### src/hw/rtl/itar_pkg.sv
// Package for the integer-to-text converter: field widths, character codes,
// register indexes and the types shared by the divider and the top level.
// No dependencies.
`timescale 1ns / 1ps

package itar_pkg;

    localparam int VALUE_BITS_DEFAULT = 32;
    localparam int VALUE_W            = 32;
    localparam int RADIX_W            = 6;
    localparam int DIGIT_W            = 6;
    localparam int CHAR_W             = 8;
    localparam int PADDR_W            = 3;
    localparam int PDATA_W            = 32;

    // Quotient bits resolved by the divider in one clock cycle.
    localparam int STEPS_PER_CYCLE = 8;

    localparam logic [RADIX_W-1:0] RADIX_MIN = 6'd2;
    localparam logic [RADIX_W-1:0] RADIX_MAX = 6'd36;
    localparam logic [RADIX_W-1:0] RADIX_DEC = 6'd10;

    localparam logic [DIGIT_W-1:0] DIGIT_MAX_NUM = 6'd9;
    localparam logic [DIGIT_W-1:0] DIGIT_TEN     = 6'd10;

    localparam logic [CHAR_W-1:0] CHAR_ZERO    = 8'h30;
    localparam logic [CHAR_W-1:0] CHAR_LOWER_A = 8'h61;
    localparam logic [CHAR_W-1:0] CHAR_UPPER_A = 8'h41;
    localparam logic [CHAR_W-1:0] CHAR_MINUS   = 8'h2D;

    // Register index, taken from paddr[2].
    localparam logic REG_LETTER_CASE = 1'b0;

    typedef struct packed {
        logic               start;
        logic [RADIX_W-1:0] radix;
    } div_ctrl_t;

    typedef struct packed {
        logic               busy;
        logic               done;
        logic [DIGIT_W-1:0] rem;
    } div_status_t;

    function automatic logic [CHAR_W-1:0] digit_to_char(input logic [DIGIT_W-1:0] digit,
                                                        input logic upper);
        logic [CHAR_W-1:0] base;
        base = upper ? CHAR_UPPER_A : CHAR_LOWER_A;
        if (digit > DIGIT_MAX_NUM) begin
            digit_to_char = base + CHAR_W'(digit - DIGIT_TEN);
        end else begin
            digit_to_char = CHAR_ZERO + CHAR_W'(digit);
        end
    endfunction

endpackage

### src/hw/rtl/integer_to_text_any_radix.sv
// Integer-to-text converter, any radix 2..36. Each digit takes one divider pass and is then
// written into the digit store; each character then goes through a buffer read and
// an output load, and a leading '-' has an output load of its own. One item is in work
// at a time: the input stalls until the sequencer is back in idle. Reset clears the
// sequencer, the output valid flag and letter_case (lower case); the digit store is
// not cleared.
`timescale 1ns / 1ps

module integer_to_text_any_radix #(
    parameter int VALUE_BITS = itar_pkg::VALUE_BITS_DEFAULT
) (
    input  logic                         clk,
    input  logic                         rst_n,
    // Input channel
    input  logic                         in_valid,
    output logic                         in_stall,
    input  logic [itar_pkg::VALUE_W-1:0] value,
    input  logic [itar_pkg::RADIX_W-1:0] radix,
    input  logic                         signed_mode,
    // Output channel
    output logic                         out_valid,
    input  logic                         out_stall,
    output logic [itar_pkg::CHAR_W-1:0]  out_char,
    output logic                         last,
    // Configuration port
    input  logic                         psel,
    input  logic                         penable,
    input  logic                         pwrite,
    input  logic [itar_pkg::PADDR_W-1:0] paddr,
    input  logic [itar_pkg::PDATA_W-1:0] pwdata,
    output logic [itar_pkg::PDATA_W-1:0] prdata,
    output logic                         pready
);
    import itar_pkg::*;

    // The divider works on whole groups of quotient bits, so its width is padded.
    localparam int DIV_W  = ((VALUE_BITS + STEPS_PER_CYCLE - 1) / STEPS_PER_CYCLE)
                            * STEPS_PER_CYCLE;
    localparam int DEPTH  = VALUE_BITS;
    localparam int ADDR_W = $clog2(DEPTH);
    localparam int CNT_W  = $clog2(DEPTH + 1);

    localparam logic [2:0] S_IDLE = 3'd0;
    localparam logic [2:0] S_DIV  = 3'd1;
    localparam logic [2:0] S_SIGN = 3'd2;
    localparam logic [2:0] S_READ = 3'd3;
    localparam logic [2:0] S_LOAD = 3'd4;

    logic [2:0]         state_reg;
    logic [2:0]         state_next;
    logic [CNT_W-1:0]   cnt_reg;
    logic [CNT_W-1:0]   cnt_next;
    logic [CNT_W-1:0]   cnt_dec;
    logic               neg_reg;
    logic               neg_next;
    logic [RADIX_W-1:0] radix_reg;
    logic               letter_case_reg;

    logic               out_valid_reg;
    logic [CHAR_W-1:0]  out_char_reg;
    logic               last_reg;
    logic               out_load;
    logic [CHAR_W-1:0]  out_char_next;
    logic               last_next;
    logic               out_free;

    logic               in_xfer;
    logic               radix_ok;
    logic [VALUE_BITS-1:0] v_in;
    logic [VALUE_BITS-1:0] mag;
    logic               neg_in;

    div_ctrl_t          div_ctrl;
    div_status_t        div_status;
    logic [DIV_W-1:0]   div_dividend;
    logic [DIV_W-1:0]   div_quot;

    logic               buf_wr_en;
    logic               buf_rd_en;
    logic [DIGIT_W-1:0] buf_rd_data;

    logic               cfg_write;

    // ------------------------------------------------------------------
    // Configuration port. Writes complete in the access phase; pready is tied high.
    // ------------------------------------------------------------------
    assign pready    = 1'b1;
    assign cfg_write = psel && penable && pwrite && pready;

    always_ff @(posedge clk or negedge rst_n)
    begin
        if (!rst_n)
        begin
            letter_case_reg <= 1'b0;
        end
        else if (cfg_write && (paddr[2] == REG_LETTER_CASE))
        begin
            letter_case_reg <= pwdata[0];
        end
    end

    always_comb
    begin
        prdata = '0;
        if (paddr[2] == REG_LETTER_CASE)
        begin
            prdata[0] = letter_case_reg;
        end
    end

    // ------------------------------------------------------------------
    // Input decode. Only the low VALUE_BITS of the value take part. A minus sign
    // appears only for a signed, negative value in radix 10; the magnitude of the
    // most negative value wraps to 2^(VALUE_BITS-1), which is what negation gives.
    // ------------------------------------------------------------------
    assign in_stall = (state_reg != S_IDLE);
    assign in_xfer  = in_valid && !in_stall;
    assign radix_ok = radix inside {[RADIX_MIN:RADIX_MAX]};
    assign v_in     = VALUE_BITS'(value);
    assign neg_in   = signed_mode && (radix == RADIX_DEC) && v_in[VALUE_BITS-1];
    assign mag      = neg_in ? (~v_in + VALUE_BITS'(1)) : v_in;

    // The output register frees up when it is empty or its transfer happens now.
    assign out_free = !out_valid_reg || !out_stall;
    assign cnt_dec  = cnt_reg - CNT_W'(1);

    // ------------------------------------------------------------------
    // Sequencer. Each divider pass yields one digit, which goes into the
    // store; the quotient feeds the next pass until it reaches zero. The
    // digits are then read back from the top of the store, most significant first.
    // ------------------------------------------------------------------
    always_comb
    begin
        state_next     = state_reg;
        cnt_next       = cnt_reg;
        neg_next       = neg_reg;
        div_ctrl.start = 1'b0;
        div_ctrl.radix = radix_reg;
        div_dividend   = div_quot;
        buf_wr_en      = 1'b0;
        buf_rd_en      = 1'b0;
        out_load       = 1'b0;
        out_char_next  = CHAR_MINUS;
        last_next      = 1'b0;
        case (state_reg)
            S_IDLE:
            begin
                // An item with a radix outside the supported range is taken and dropped.
                if (in_xfer && radix_ok)
                begin
                    div_ctrl.start = 1'b1;
                    div_ctrl.radix = radix;
                    div_dividend   = DIV_W'(mag);
                    neg_next       = neg_in;
                    cnt_next       = '0;
                    state_next     = S_DIV;
                end
            end
            S_DIV:
            begin
                if (div_status.done)
                begin
                    buf_wr_en = 1'b1;
                    cnt_next  = cnt_reg + CNT_W'(1);
                    if (div_quot == '0)
                    begin
                        state_next = neg_reg ? S_SIGN : S_READ;
                    end
                    else
                    begin
                        div_ctrl.start = 1'b1;
                    end
                end
            end
            S_SIGN:
            begin
                if (out_free)
                begin
                    out_load   = 1'b1;
                    state_next = S_READ;
                end
            end
            S_READ:
            begin
                buf_rd_en  = 1'b1;
                state_next = S_LOAD;
            end
            S_LOAD:
            begin
                out_char_next = digit_to_char(buf_rd_data, letter_case_reg);
                last_next     = (cnt_reg == CNT_W'(1));
                if (out_free)
                begin
                    out_load   = 1'b1;
                    cnt_next   = cnt_dec;
                    state_next = last_next ? S_IDLE : S_READ;
                end
            end
            default:
            begin
                state_next = S_IDLE;
            end
        endcase
    end

    always_ff @(posedge clk or negedge rst_n)
    begin
        if (!rst_n)
        begin
            state_reg     <= S_IDLE;
            cnt_reg       <= '0;
            neg_reg       <= 1'b0;
            out_valid_reg <= 1'b0;
        end
        else
        begin
            state_reg <= state_next;
            cnt_reg   <= cnt_next;
            neg_reg   <= neg_next;
            if (out_load)
            begin
                out_valid_reg <= 1'b1;
            end
            else if (!out_stall)
            begin
                out_valid_reg <= 1'b0;
            end
        end
    end

    always_ff @(posedge clk)
    begin
        if (in_xfer)
        begin
            radix_reg <= radix;
        end
        if (out_load)
        begin
            out_char_reg <= out_char_next;
            last_reg     <= last_next;
        end
    end

    assign out_valid = out_valid_reg;
    assign out_char  = out_char_reg;
    assign last      = last_reg;

    // ------------------------------------------------------------------
    // Shared divider and digit store.
    // ------------------------------------------------------------------
    itar_div #(
        .DIV_W (DIV_W)
    ) u_div (
        .clk      (clk),
        .rst_n    (rst_n),
        .ctrl     (div_ctrl),
        .dividend (div_dividend),
        .status   (div_status),
        .quotient (div_quot)
    );

    itar_digit_buf #(
        .DEPTH  (DEPTH),
        .ADDR_W (ADDR_W)
    ) u_buf (
        .clk     (clk),
        .wr_en   (buf_wr_en),
        .wr_addr (cnt_reg[ADDR_W-1:0]),
        .wr_data (div_status.rem),
        .rd_en   (buf_rd_en),
        .rd_addr (cnt_dec[ADDR_W-1:0]),
        .rd_data (buf_rd_data)
    );

    // ------------------------------------------------------------------
    // Assertions
    // ------------------------------------------------------------------
    a_cnt_bound: assert property (@(posedge clk) disable iff (!rst_n)
        cnt_reg <= CNT_W'(DEPTH))
        else $error("digit count exceeds the store depth");

    a_read_nonempty: assert property (@(posedge clk) disable iff (!rst_n)
        (state_reg == S_READ) |-> (cnt_reg != '0))
        else $error("digit read with an empty store");

    a_last_ends_item: assert property (@(posedge clk) disable iff (!rst_n)
        (state_reg == S_LOAD && out_free && cnt_reg == CNT_W'(1))
        |=> (state_reg == S_IDLE && out_valid_reg && last_reg))
        else $error("final character did not end the item");

    a_bad_radix_dropped: assert property (@(posedge clk) disable iff (!rst_n)
        (in_xfer && !radix_ok) |=> (state_reg == S_IDLE))
        else $error("item with an unsupported radix started a conversion");

endmodule

### src/hw/rtl/itar_div.sv
// Iterative restoring divider by a small radix, several quotient bits a cycle.
// Depends on itar_pkg for the control and status types.
`timescale 1ns / 1ps

module itar_div #(
    parameter int DIV_W = 32
) (
    input  logic                clk,
    input  logic                rst_n,
    input  itar_pkg::div_ctrl_t ctrl,
    input  logic [DIV_W-1:0]    dividend,
    output itar_pkg::div_status_t status,
    output logic [DIV_W-1:0]    quotient
);
    import itar_pkg::*;

    localparam int CYCLES = DIV_W / STEPS_PER_CYCLE;
    localparam int STEP_W = $clog2(CYCLES + 1);

    logic               busy_reg;
    logic               done_reg;
    logic [STEP_W-1:0]  step_reg;
    logic [DIV_W-1:0]   dvd_reg;
    logic [DIV_W-1:0]   dvd_next;
    logic [DIGIT_W-1:0] rem_reg;
    logic [DIGIT_W-1:0] rem_next;
    logic [RADIX_W-1:0] radix_reg;

    // The dividend shifts out at the top while quotient bits fill in from the bottom.
    always_comb
    begin
        logic [DIGIT_W:0]   trial;
        logic [DIGIT_W-1:0] r;
        logic [DIV_W-1:0]   d;
        r = rem_reg;
        d = dvd_reg;
        for (int k = 0; k < STEPS_PER_CYCLE; k++)
        begin
            trial = {r, d[DIV_W-1]};
            d     = {d[DIV_W-2:0], 1'b0};
            if (trial >= {1'b0, radix_reg})
            begin
                r    = DIGIT_W'(trial - {1'b0, radix_reg});
                d[0] = 1'b1;
            end
            else
            begin
                r = trial[DIGIT_W-1:0];
            end
        end
        rem_next = r;
        dvd_next = d;
    end

    always_ff @(posedge clk or negedge rst_n)
    begin
        if (!rst_n)
        begin
            busy_reg <= 1'b0;
            done_reg <= 1'b0;
            step_reg <= '0;
        end
        else
        begin
            done_reg <= 1'b0;
            if (ctrl.start)
            begin
                busy_reg <= 1'b1;
                step_reg <= '0;
            end
            else if (busy_reg)
            begin
                step_reg <= step_reg + STEP_W'(1);
                if (step_reg == STEP_W'(CYCLES - 1))
                begin
                    busy_reg <= 1'b0;
                    done_reg <= 1'b1;
                end
            end
        end
    end

    always_ff @(posedge clk)
    begin
        if (ctrl.start)
        begin
            dvd_reg   <= dividend;
            rem_reg   <= '0;
            radix_reg <= ctrl.radix;
        end
        else if (busy_reg)
        begin
            dvd_reg <= dvd_next;
            rem_reg <= rem_next;
        end
    end

    assign status.busy = busy_reg;
    assign status.done = done_reg;
    assign status.rem  = rem_reg;
    assign quotient    = dvd_reg;

    a_start_idle: assert property (@(posedge clk) disable iff (!rst_n)
        ctrl.start |-> !busy_reg)
        else $error("divider started while busy");

    a_done_after_busy: assert property (@(posedge clk) disable iff (!rst_n)
        done_reg |-> $past(busy_reg))
        else $error("divider done without a preceding run");

    a_rem_below_radix: assert property (@(posedge clk) disable iff (!rst_n)
        done_reg |-> (rem_reg < radix_reg))
        else $error("remainder not below radix");

endmodule

### src/hw/rtl/itar_digit_buf.sv
// Digit store: one write port and one registered read port.
// Digits are written least significant first and read back in reverse.
`timescale 1ns / 1ps

module itar_digit_buf #(
    parameter int DEPTH  = 32,
    parameter int ADDR_W = 5
) (
    input  logic                         clk,
    input  logic                         wr_en,
    input  logic [ADDR_W-1:0]            wr_addr,
    input  logic [itar_pkg::DIGIT_W-1:0] wr_data,
    input  logic                         rd_en,
    input  logic [ADDR_W-1:0]            rd_addr,
    output logic [itar_pkg::DIGIT_W-1:0] rd_data
);
    import itar_pkg::*;

    logic [DIGIT_W-1:0] mem [DEPTH];
    logic [DIGIT_W-1:0] rd_data_reg;

    always_ff @(posedge clk)
    begin
        if (wr_en)
        begin
            mem[wr_addr] <= wr_data;
        end
        if (rd_en)
        begin
            rd_data_reg <= mem[rd_addr];
        end
    end

    assign rd_data = rd_data_reg;

endmodule

### config.mk
export PLATFORM = sky130hd
export DESIGN_NAME = integer_to_text_any_radix
export DESIGN_NICKNAME = d
export VERILOG_FILES = /design/src/hw/rtl/itar_pkg.sv /design/src/hw/rtl/integer_to_text_any_radix.sv /design/src/hw/rtl/itar_div.sv /design/src/hw/rtl/itar_digit_buf.sv
export SDC_FILE = /design/constraint.sdc
export NUM_CORES = 1
export LEC_CHECK = 0
export BUFFER_PORTS_ARGS = -buffer_cell sky130_fd_sc_hd__buf_2
export CAP_MARGIN = 10
export CORE_MARGIN = 3
export CORE_UTILIZATION = 45
export CTS_CLUSTER_DIAMETER = 50
export DETAILED_ROUTE_END_ITERATION = 12
export GPL_ROUTABILITY_DRIVEN = 0
export PLACE_DENSITY = 0.62
export SYNTH_ARGS = -nofsm -noshare
export SYNTH_HDL_FRONTEND = slang
export SYNTH_SLANG_ARGS = --single-unit
### constraint.sdc
create_clock -name clk -period 41.7 [get_ports clk]
set_input_delay 2.085 -clock clk [delete_from_list [all_inputs] [get_ports clk]]
set_output_delay 2.085 -clock clk [all_outputs]
set_load 0.01 [all_outputs]
==> metrics.md, run 1 <==
| Metric | Value |
|---|---|
| Total number of vias | 9338 |
| Clock slew at reported path FFs | 0.06 ns |
| WL per Instance | 18.98 microns |
| Routed vias/inst | 5.506 |
| Leakage component of the power | 5.995 nW |
| Number of standard cells after synthesis | 1179 |
| Starting DRT DRC Count | 489 |
| Global Route Usage Sum | 0.1804 |
| Flops & latches, synth | 274 |
| Total iterations of the first detailed-routing run | 4 |
| Worst setup slack after placement | 22.73 ns |
| Maximum number of pins on one net before global-route repair | 62 |
| Slowest cell delay on critical path | 0.76 ns |
| Flip-flop count of the largest register, all copies and words added | 192 |
| Core area | 32040 sq um |
| Nets@finish | 1391 |
| Antenna cells | 0 |
| Number of distinct library cells after synthesis | 72 |
| Final max-slew violation count | 0 |
| Status | finished, final reports clean |
| Resized Gates After CTS | 0 |
| Share of async-settable or async-resettable flops after synthesis | 0.06204 |
| Gr ovfl total | 0 |
| Area overhead of the layout relative to synthesis | 10.75% |
| Worst ir drop on vdd | 0.00003908 V |
| Die width | 187.9 microns |
| Required time of the critical path | 41.98 ns |
| Estimated wirelength of the detail-placed design | 22470 microns |
| Warnings, synthesis | 0 |
| Effective utilization at floorplan | 0.4647 |
| Start point of the critical path | u_div.radix_reg[1]$_DFFE_PP_ |
| Fraction of final layout cells with drive strength greater than 1 | 0.1689 |
| Number of antenna violations at the first check in global routing | 0 |
| Critical path's most frequent cell | o21ai_0 |
| Setup repair after global routing missed its margin | false |
| CTS HTree Levels | 1 |
| Count of hold-fix buffers inserted at cts | 0 |
| Setup slack of the worst register-to-register path | 22.51 ns |
| Startpoint of the worst-slack reg-to-reg timing path | u_div.radix_reg[1]$_DFFE_PP_ |
| Non-filler instance count after layout | 1696 |
| Remaining antenna violation count after routing | 0 |
| Die Outline Area | 35310 sq um |
| Worst-margin pin slew | 0.9961 ns |
| Global-route wire length before repair | 50870 microns |
| Final Hold Viols | 0 |
| DRC Markers | 0 |
| Height of the die | 187.9 microns |
| Endpoint type of the worst setup path | flip-flop |
| Maximum root-to-sink buffer count | 3 |
| CTS tree | done |
| Period utilisation layout | 0.4601 |
| Num ports | 125 |
| Cell area after synthesis | 14890 sq um |
| Worst setup skew after layout | 0.03074 ns |
| Arrival time reported for the critical path endpoint | 19.46 ns |
| Number of setup violations in the final report | 0 |
| CTS buffer count | 30 |
| Share of the yosys chip area belonging to registers | 0.5429 |
| Slowest stage cell, crit path | edfxtp_1 |
| Cell Rows | 65 |
| Fin worst setup slack | 22.51 ns |
| Classification of the worst-slack hold path | reg2reg |
| Worst-Skew Late Latency | 0.56 ns |
| Vias in the first global route | 9260 |
| Startpoint of the most critical hold path | cnt_reg[5]$_DFFE_PN0P_ |
| Pwr dens | 33.28 nW/um^2 |
| Clock root buffer | clkbuf_16 |
| Worst max-slew margin expressed relative to the limit | 0.3326 |
| Mean instance size in the synthesized netlist | 12.63 sq um |
| Number of enable flip-flop cells after synthesis | 251 |
| CP startpoint kind | flip-flop |
| Num Clock Sinks | 274 |
| Max Fclk | 0.05212 GHz |
| Buffers inserted by post-CTS timing repair | 0 |
| Biggest fanout along the worst timing path | 13 |
| Final critical delay including setup and external delays | 19.19 ns |
| Dominant register cell in the synthesized netlist | edfxtp_1 |
| Critical path class | reg2reg |
| Total negative slack for setup checks | 0 ns |
| DRT Wirelength | 32190 microns |
| Max-cap violations | 0 |
| I/O Buffers | 59 |
| Cell total after placement | 1642 |
report_power, final:
part           switching, W  leakage, nW  internal (W)
logic            0.00000548         2.98    0.00000340
registers      0.0000000443         2.56      0.000296
clock network      0.000106        0.448      0.000139
cells in the final DEF, fill, tap and decap left out, types with 10 or more instances in the layout:
master     synthesis  layout
inv_1             62      62
o31ai_1           11      11
clkbuf_16          0      30
nand2_1           86      86
a21oi_1           48      48
ha_1              63      62
nor2_1            89      88
nor4_1            12      12
nor3_1            14      14
mux2_2            16      16
xor2_1            28      28
nand2b_1          13      13
nand3_1           25      25
a21o_1            15      15
xnor2_1           35      33
buf_4             32      12
buf_2              0      59
edfxtp_1         251     251
o21ai_0           82      82
mux4_2            60      60
conb_1             2      32
dfrtp_1           17      16
a31oi_1           14      14
or3_1             10      10
nor2b_1           18      18
layer usage:
layer  global-route usage  up-vias  wire (microns)
met4              0.04733        0             821
met1               0.2403     4550           13920
li1                     -     4539               -
met5                    0        -               0
met3              0.02131       46            1223
met2               0.3154      203           16230
worst paths after layout:
path / to / cells past startpoint
setup / recovery: u_div.quotient[0]$_DFFE_PP_ / 73
min in group asynchronous: out_valid$_DFFE_PN0P_ / 1
max in group asynchronous: cnt_reg[0]$_DFFE_PN0P_ / 1
hold / removal: cnt_reg[5]$_DFFE_PN0P_ / 1
hold reg to reg: cnt_reg[5]$_DFFE_PN0P_ / 1
setup reg to reg: u_div.quotient[0]$_DFFE_PP_ / 73
per-stage QoR:
stage	hold slack, ns	power (W)	cell area [sq um]	utilization
floorplan	0.4423	0.0003081	15000	-
global placement	0.4701	0.0003103	15570	0.4858
detailed placement	0.4767	0.0003104	15570	0.4858
CTS	0.4893	0.0005542	16490	0.5146
global route	0.5108	0.0005663	16490	0.5146
finish	0.4966	0.0005489	16490	0.5146
area by class of cell:
cell class | instances | area (sq um)
inverter | 62 | 232.7
clock buffer | 34 | 765.7
fill | 2790 | 15550
tap | 435 | 544.3
multi-input combinational | 800 | 6317
timing repair buffer | 71 | 385.4
clock inverter | 20 | 157.7
sequential | 274 | 8087
critical path, delay by kind of cell, from the launching register on:
family | cells | cell delay, ns
AOI/OAI and AO/OA | 44 | 11.85
and+or+nand+nor | 16 | 2.66
adders and majority gates | 8 | 2.48
DFF | 1 | 0.76
buffers and inverters | 4 | 0.73
muxes | 1 | 0.43
cells in the mapped netlist, types with 5 or more instances:
cell type / count / area [sq um]
edfxtp_1: 251 / 7537
nor2_1: 89 / 334.1
nand2_1: 86 / 322.8
o21ai_0: 82 / 410.4
ha_1: 63 / 788.3
inv_1: 62 / 232.7
mux4_2: 60 / 1351
a21oi_1: 48 / 240.2
clkbuf_1: 38 / 142.6
xnor2_1: 35 / 306.5
buf_4: 32 / 240.2
xor2_1: 28 / 245.2
nand3_1: 25 / 125.1
nor2b_1: 18 / 112.6
dfrtp_1: 17 / 425.4
mux2_2: 16 / 180.2
a21o_1: 15 / 112.6
a31oi_1: 14 / 87.58
nor3_1: 14 / 70.07
nand2b_1: 13 / 81.33
nor4_1: 12 / 75.07
o31ai_1: 11 / 82.58
or3_1: 10 / 62.56
and3_1: 8 / 50.05
fa_1: 8 / 160.2
o22ai_1: 7 / 43.79
dfxtp_1: 6 / 120.1
nand4_1: 6 / 37.54
o21a_1: 6 / 45.04
and2_1: 5 / 31.28
nand3b_1: 5 / 37.54
o211ai_1: 5 / 37.54
or4_1: 5 / 37.54
cell families (layout without fill, tap and decap cells):
group | after synthesis | after routing | share of synthesized area
adder cells (fa/ha/maj) | 71 | 71 | 0.06370
XOR/XNOR | 63 | 63 | 0.03706
other | 2 | 32 | 0.0005044
flip-flops | 274 | 274 | 0.5429
multiplexers | 81 | 81 | 0.1066
buffers and inverters | 135 | 187 | 0.04210
AO/OA/AOI/OAI | 242 | 242 | 0.1060
AND/OR/NAND/NOR | 311 | 311 | 0.1013
(Power assumes the default switching activity.)
==> run 2, diff against run 1 <==
--- a/config.mk
+++ b/config.mk
@@ -5,6 +5,7 @@
 export SDC_FILE = /design/constraint.sdc
 export NUM_CORES = 1
 export LEC_CHECK = 0
+export ABC_AREA = 1
 export BUFFER_PORTS_ARGS = -buffer_cell sky130_fd_sc_hd__buf_2
 export CAP_MARGIN = 10
 export CORE_MARGIN = 3
@@ -12,7 +13,7 @@
 export CTS_CLUSTER_DIAMETER = 50
 export DETAILED_ROUTE_END_ITERATION = 12
 export GPL_ROUTABILITY_DRIVEN = 0
-export PLACE_DENSITY = 0.62
+export PLACE_DENSITY = 0.64
 export SYNTH_ARGS = -nofsm -noshare
 export SYNTH_HDL_FRONTEND = slang
 export SYNTH_SLANG_ARGS = --single-unit
==> constraint.sdc (replaced) <==
create_clock -name clk -period 15.7 [get_ports clk]
set_input_delay 0.785 -clock clk [delete_from_list [all_inputs] [get_ports clk]]
set_output_delay 0.785 -clock clk [all_outputs]
set_load 0.01 [all_outputs]
==> run 2 against run 1 <==
  * Maximum frequency grew 36%
  * Cell area grew 2.6%
  * Clock skew shrank 0.0070 ns
  * Core utilization is essentially flat
  * Clock-buffer cell count grew 5
  * Synthesized cell count grew 30%
  * Cell count grew 21%
  * Wire length grew 10%
  * Critical path type unchanged
==> metrics.md, run 2 <==
| Metric | Value |
|---|---|
| Number of setup violations in the final report | 0 |
| Global Route Usage Sum | 0.1951 |
| Nets@finish | 1741 |
| Flops & latches, synth | 274 |
| Die width | 189.7 microns |
| Worst-margin pin slew | 0.9531 ns |
| Slowest stage cell, crit path | edfxtp_1 |
| Effective utilization at floorplan | 0.4621 |
| Worst-Skew Late Latency | 0.51 ns |
| Share of the yosys chip area belonging to registers | 0.5322 |
| Dominant register cell in the synthesized netlist | edfxtp_1 |
| Mean instance size in the synthesized netlist | 9.946 sq um |
| FF+latch area | 8084 sq um |
| Core area | 32870 sq um |
| Slowest cell delay on critical path | 0.53 ns |
| Worst max-slew margin expressed relative to the limit | 0.3623 |
| Cell with the most instances after synthesis | edfxtp_1 |
| Xor/xnor share of the synthesized area | 0.03749 |
| Estimated wirelength of the detail-placed design | 24530 microns |
| Max-cap violations | 0 |
| Utilization after layout | 0.5149 |
| Number of antenna violations at the first check in global routing | 0 |
| Critical path class | reg2reg |
| Die Outline Area | 35990 sq um |
| Arrival time reported for the critical path endpoint | 14.48 ns |
| Endpoint type of the worst setup path | flip-flop |
| Gr ovfl total | 0 |
| Multiplexer share of the synthesized area | 0.01326 |
| Share of synthesized cell area in full adder, half adder and majority cells | 0.06245 |
| Largest family of logic cells by synthesized area | simple AND/OR/NAND/NOR gates |
| Global-route wire length before repair | 56210 microns |
| Cell area after synthesis | 15190 sq um |
| Final critical delay including setup and external delays | 14.07 ns |
| Starting DRT DRC Count | 882 |
| Num Clock Sinks | 274 |
| Area share of the largest cell type after synthesis | 0.4963 |
| Setup slack of the worst register-to-register path | 1.63 ns |
| Startpoint of the worst-slack reg-to-reg timing path | u_div.radix_reg[1]$_DFFE_PP_ |
| Number of standard cells after synthesis | 1527 |
| Highest-count cells in the layout ignoring fill and taps | edfxtp_1, nor2_1, nand2_1, o21ai_0, inv_1 |
| Maximum number of pins on one net before global-route repair | 59 |
| Status | finished, final reports clean |
| Final Hold Viols | 0 |
| Multi-input combinational cell area | 6247 sq um |
| Leading cell type in the layout, fill and taps excluded | edfxtp_1 |
| Total number of vias | 11119 |
| Number of distinct library cells after synthesis | 54 |
| Antenna cells | 0 |
| Height of the die | 189.7 microns |
| CP startpoint kind | flip-flop |
| Resized Gates After CTS | 0 |
| CTS buffer count | 34 |
| Routed vias/inst | 5.408 |
| Fraction of final layout cells with drive strength greater than 1 | 0.1121 |
| CTS tree | done |
| Required time of the critical path | 16.11 ns |
| Number of filler instances in the final layout | 3019 |
| Setup repair after global routing missed its margin | false |
| Critical path's most frequent cell | nand2_1 |
| Hold Worst Slack | 0.2019 ns |
| Classification of the worst-slack hold path | in2async |
| Post-synth top cells | edfxtp_1, nor2_1, nand2_1 |
| CTS HTree Levels | 2 |
| Remaining antenna violation count after routing | 0 |
| Biggest fanout along the worst timing path | 10 |
| Cell taking the most area after synthesis | edfxtp_1 |
| Basic-gate share of the synthesized area counting and, or, nand and nor cells | 0.1720 |
| Total negative slack for setup checks | 0 ns |
| Share of async-settable or async-resettable flops after synthesis | 0.06204 |
| Total iterations of the first detailed-routing run | 5 |
| Warnings, synthesis | 0 |
| Count of hold-fix buffers inserted at cts | 0 |
| WL per Instance | 17.24 microns |
| Flip-flop count of the largest register, all copies and words added | 192 |
| Main area contributors after synthesis | edfxtp_1, nor2_1, nand2_1 |
| Maximum root-to-sink buffer count | 3 |
| Clock root buffer | clkbuf_16 |
| Buffers inserted by post-CTS timing repair | 0 |
| Clock slew at reported path FFs | 0.06 ns |
| Max Fclk | 0.07109 GHz |
| Period utilisation layout | 0.8960 |
| DRC Markers | 0 |
| Start point of the critical path | u_div.radix_reg[1]$_DFFE_PP_ |
| Area overhead of the layout relative to synthesis | 11.43% |
| Final max-slew violation count | 0 |
| Cell Rows | 66 |
| Worst setup skew after layout | 0.02378 ns |
| I/O Buffers | 59 |
| Number of enable flip-flop cells after synthesis | 251 |
| Vias in the first global route | 10637 |
| Complex-gate fraction of the synthesized area | 0.1181 |
| Num ports | 125 |
| DRT Wirelength | 35450 microns |
## run 2: cell count changes after synthesis, moves of 35 or more
cell | previous run | this run
inv_1 | 62 | 136
mux4_2 | 60 | 0
nand2_1 | 86 | 215
nand3_1 | 25 | 60
nor2_1 | 89 | 216
o21ai_0 | 82 | 137
## run 2: final timing paths
path | end | cells past startpoint
setup / recovery | u_div.rem_reg[2]$_SDFFE_PP0P_ | 85
hold / removal | cnt_reg[3]$_DFFE_PN0P_ | 1
setup reg to reg | u_div.rem_reg[2]$_SDFFE_PP0P_ | 85
hold reg to reg | u_div.step_reg[2]$_DFFE_PN0P_ | 2
max in group asynchronous | cnt_reg[0]$_DFFE_PN0P_ | 1
min in group clk | radix_reg[0]$_DFFE_PP_ | 1
## run 2: area by class of cell
cell class                      count  area share
Sequential cell                   274      0.4777
Multi-Input combinational cell   1058      0.3691
Clock buffer                       39     0.05264
Tap cell                          442     0.03268
Inverter                          141     0.03127
Timing Repair Buffer               80     0.02676
Clock inverter                     22    0.009833
## run 2: worst max-delay path: cells and delay by family, from the launching register on
kind | cells | cell delay [ns]
and+or+nand+nor | 40 | 4.67
buffers and inverters | 13 | 1.36
adders and majority gates | 8 | 2.62
AOI/OAI and AO/OA | 24 | 4.75
DFF | 1 | 0.53
## run 2: per-stage QoR
step	area (sq um)	setup slack, ns	cells
2_1_floorplan	15300	3.787	1557
3_3_place_gp	15820	1.695	1989
3_5_place_dp	15820	1.450	1989
4_1_cts	16880	1.397	2050
5_1_grt	16920	0.2038	2056
6_report	16920	1.633	2056
## run 2: cell families (layout without fill, tap and decap cells)
group | count (synthesis) | in the layout
multiplexers | 20 | 20
AND/OR/NAND/NOR | 581 | 581
buffers and inverters | 225 | 282
XOR/XNOR | 65 | 65
flip-flops | 274 | 274
adder cells (fa/ha/maj) | 71 | 71
other | 2 | 32
AO/OA/AOI/OAI | 289 | 289
## run 2: layer usage
layer / track usage / vias to the layer above / wire length [microns]
met5: 0 / - / 0
met4: 0.06653 / 0 / 1055
met3: 0.03040 / 86 / 2066
met2: 0.3146 / 350 / 16530
met1: 0.2707 / 5236 / 15800
li1: - / 5447 / -
Power of run 2 is not shown: default switching activity piles up to over one toggle a cycle in this logic, so the estimate is an artifact.
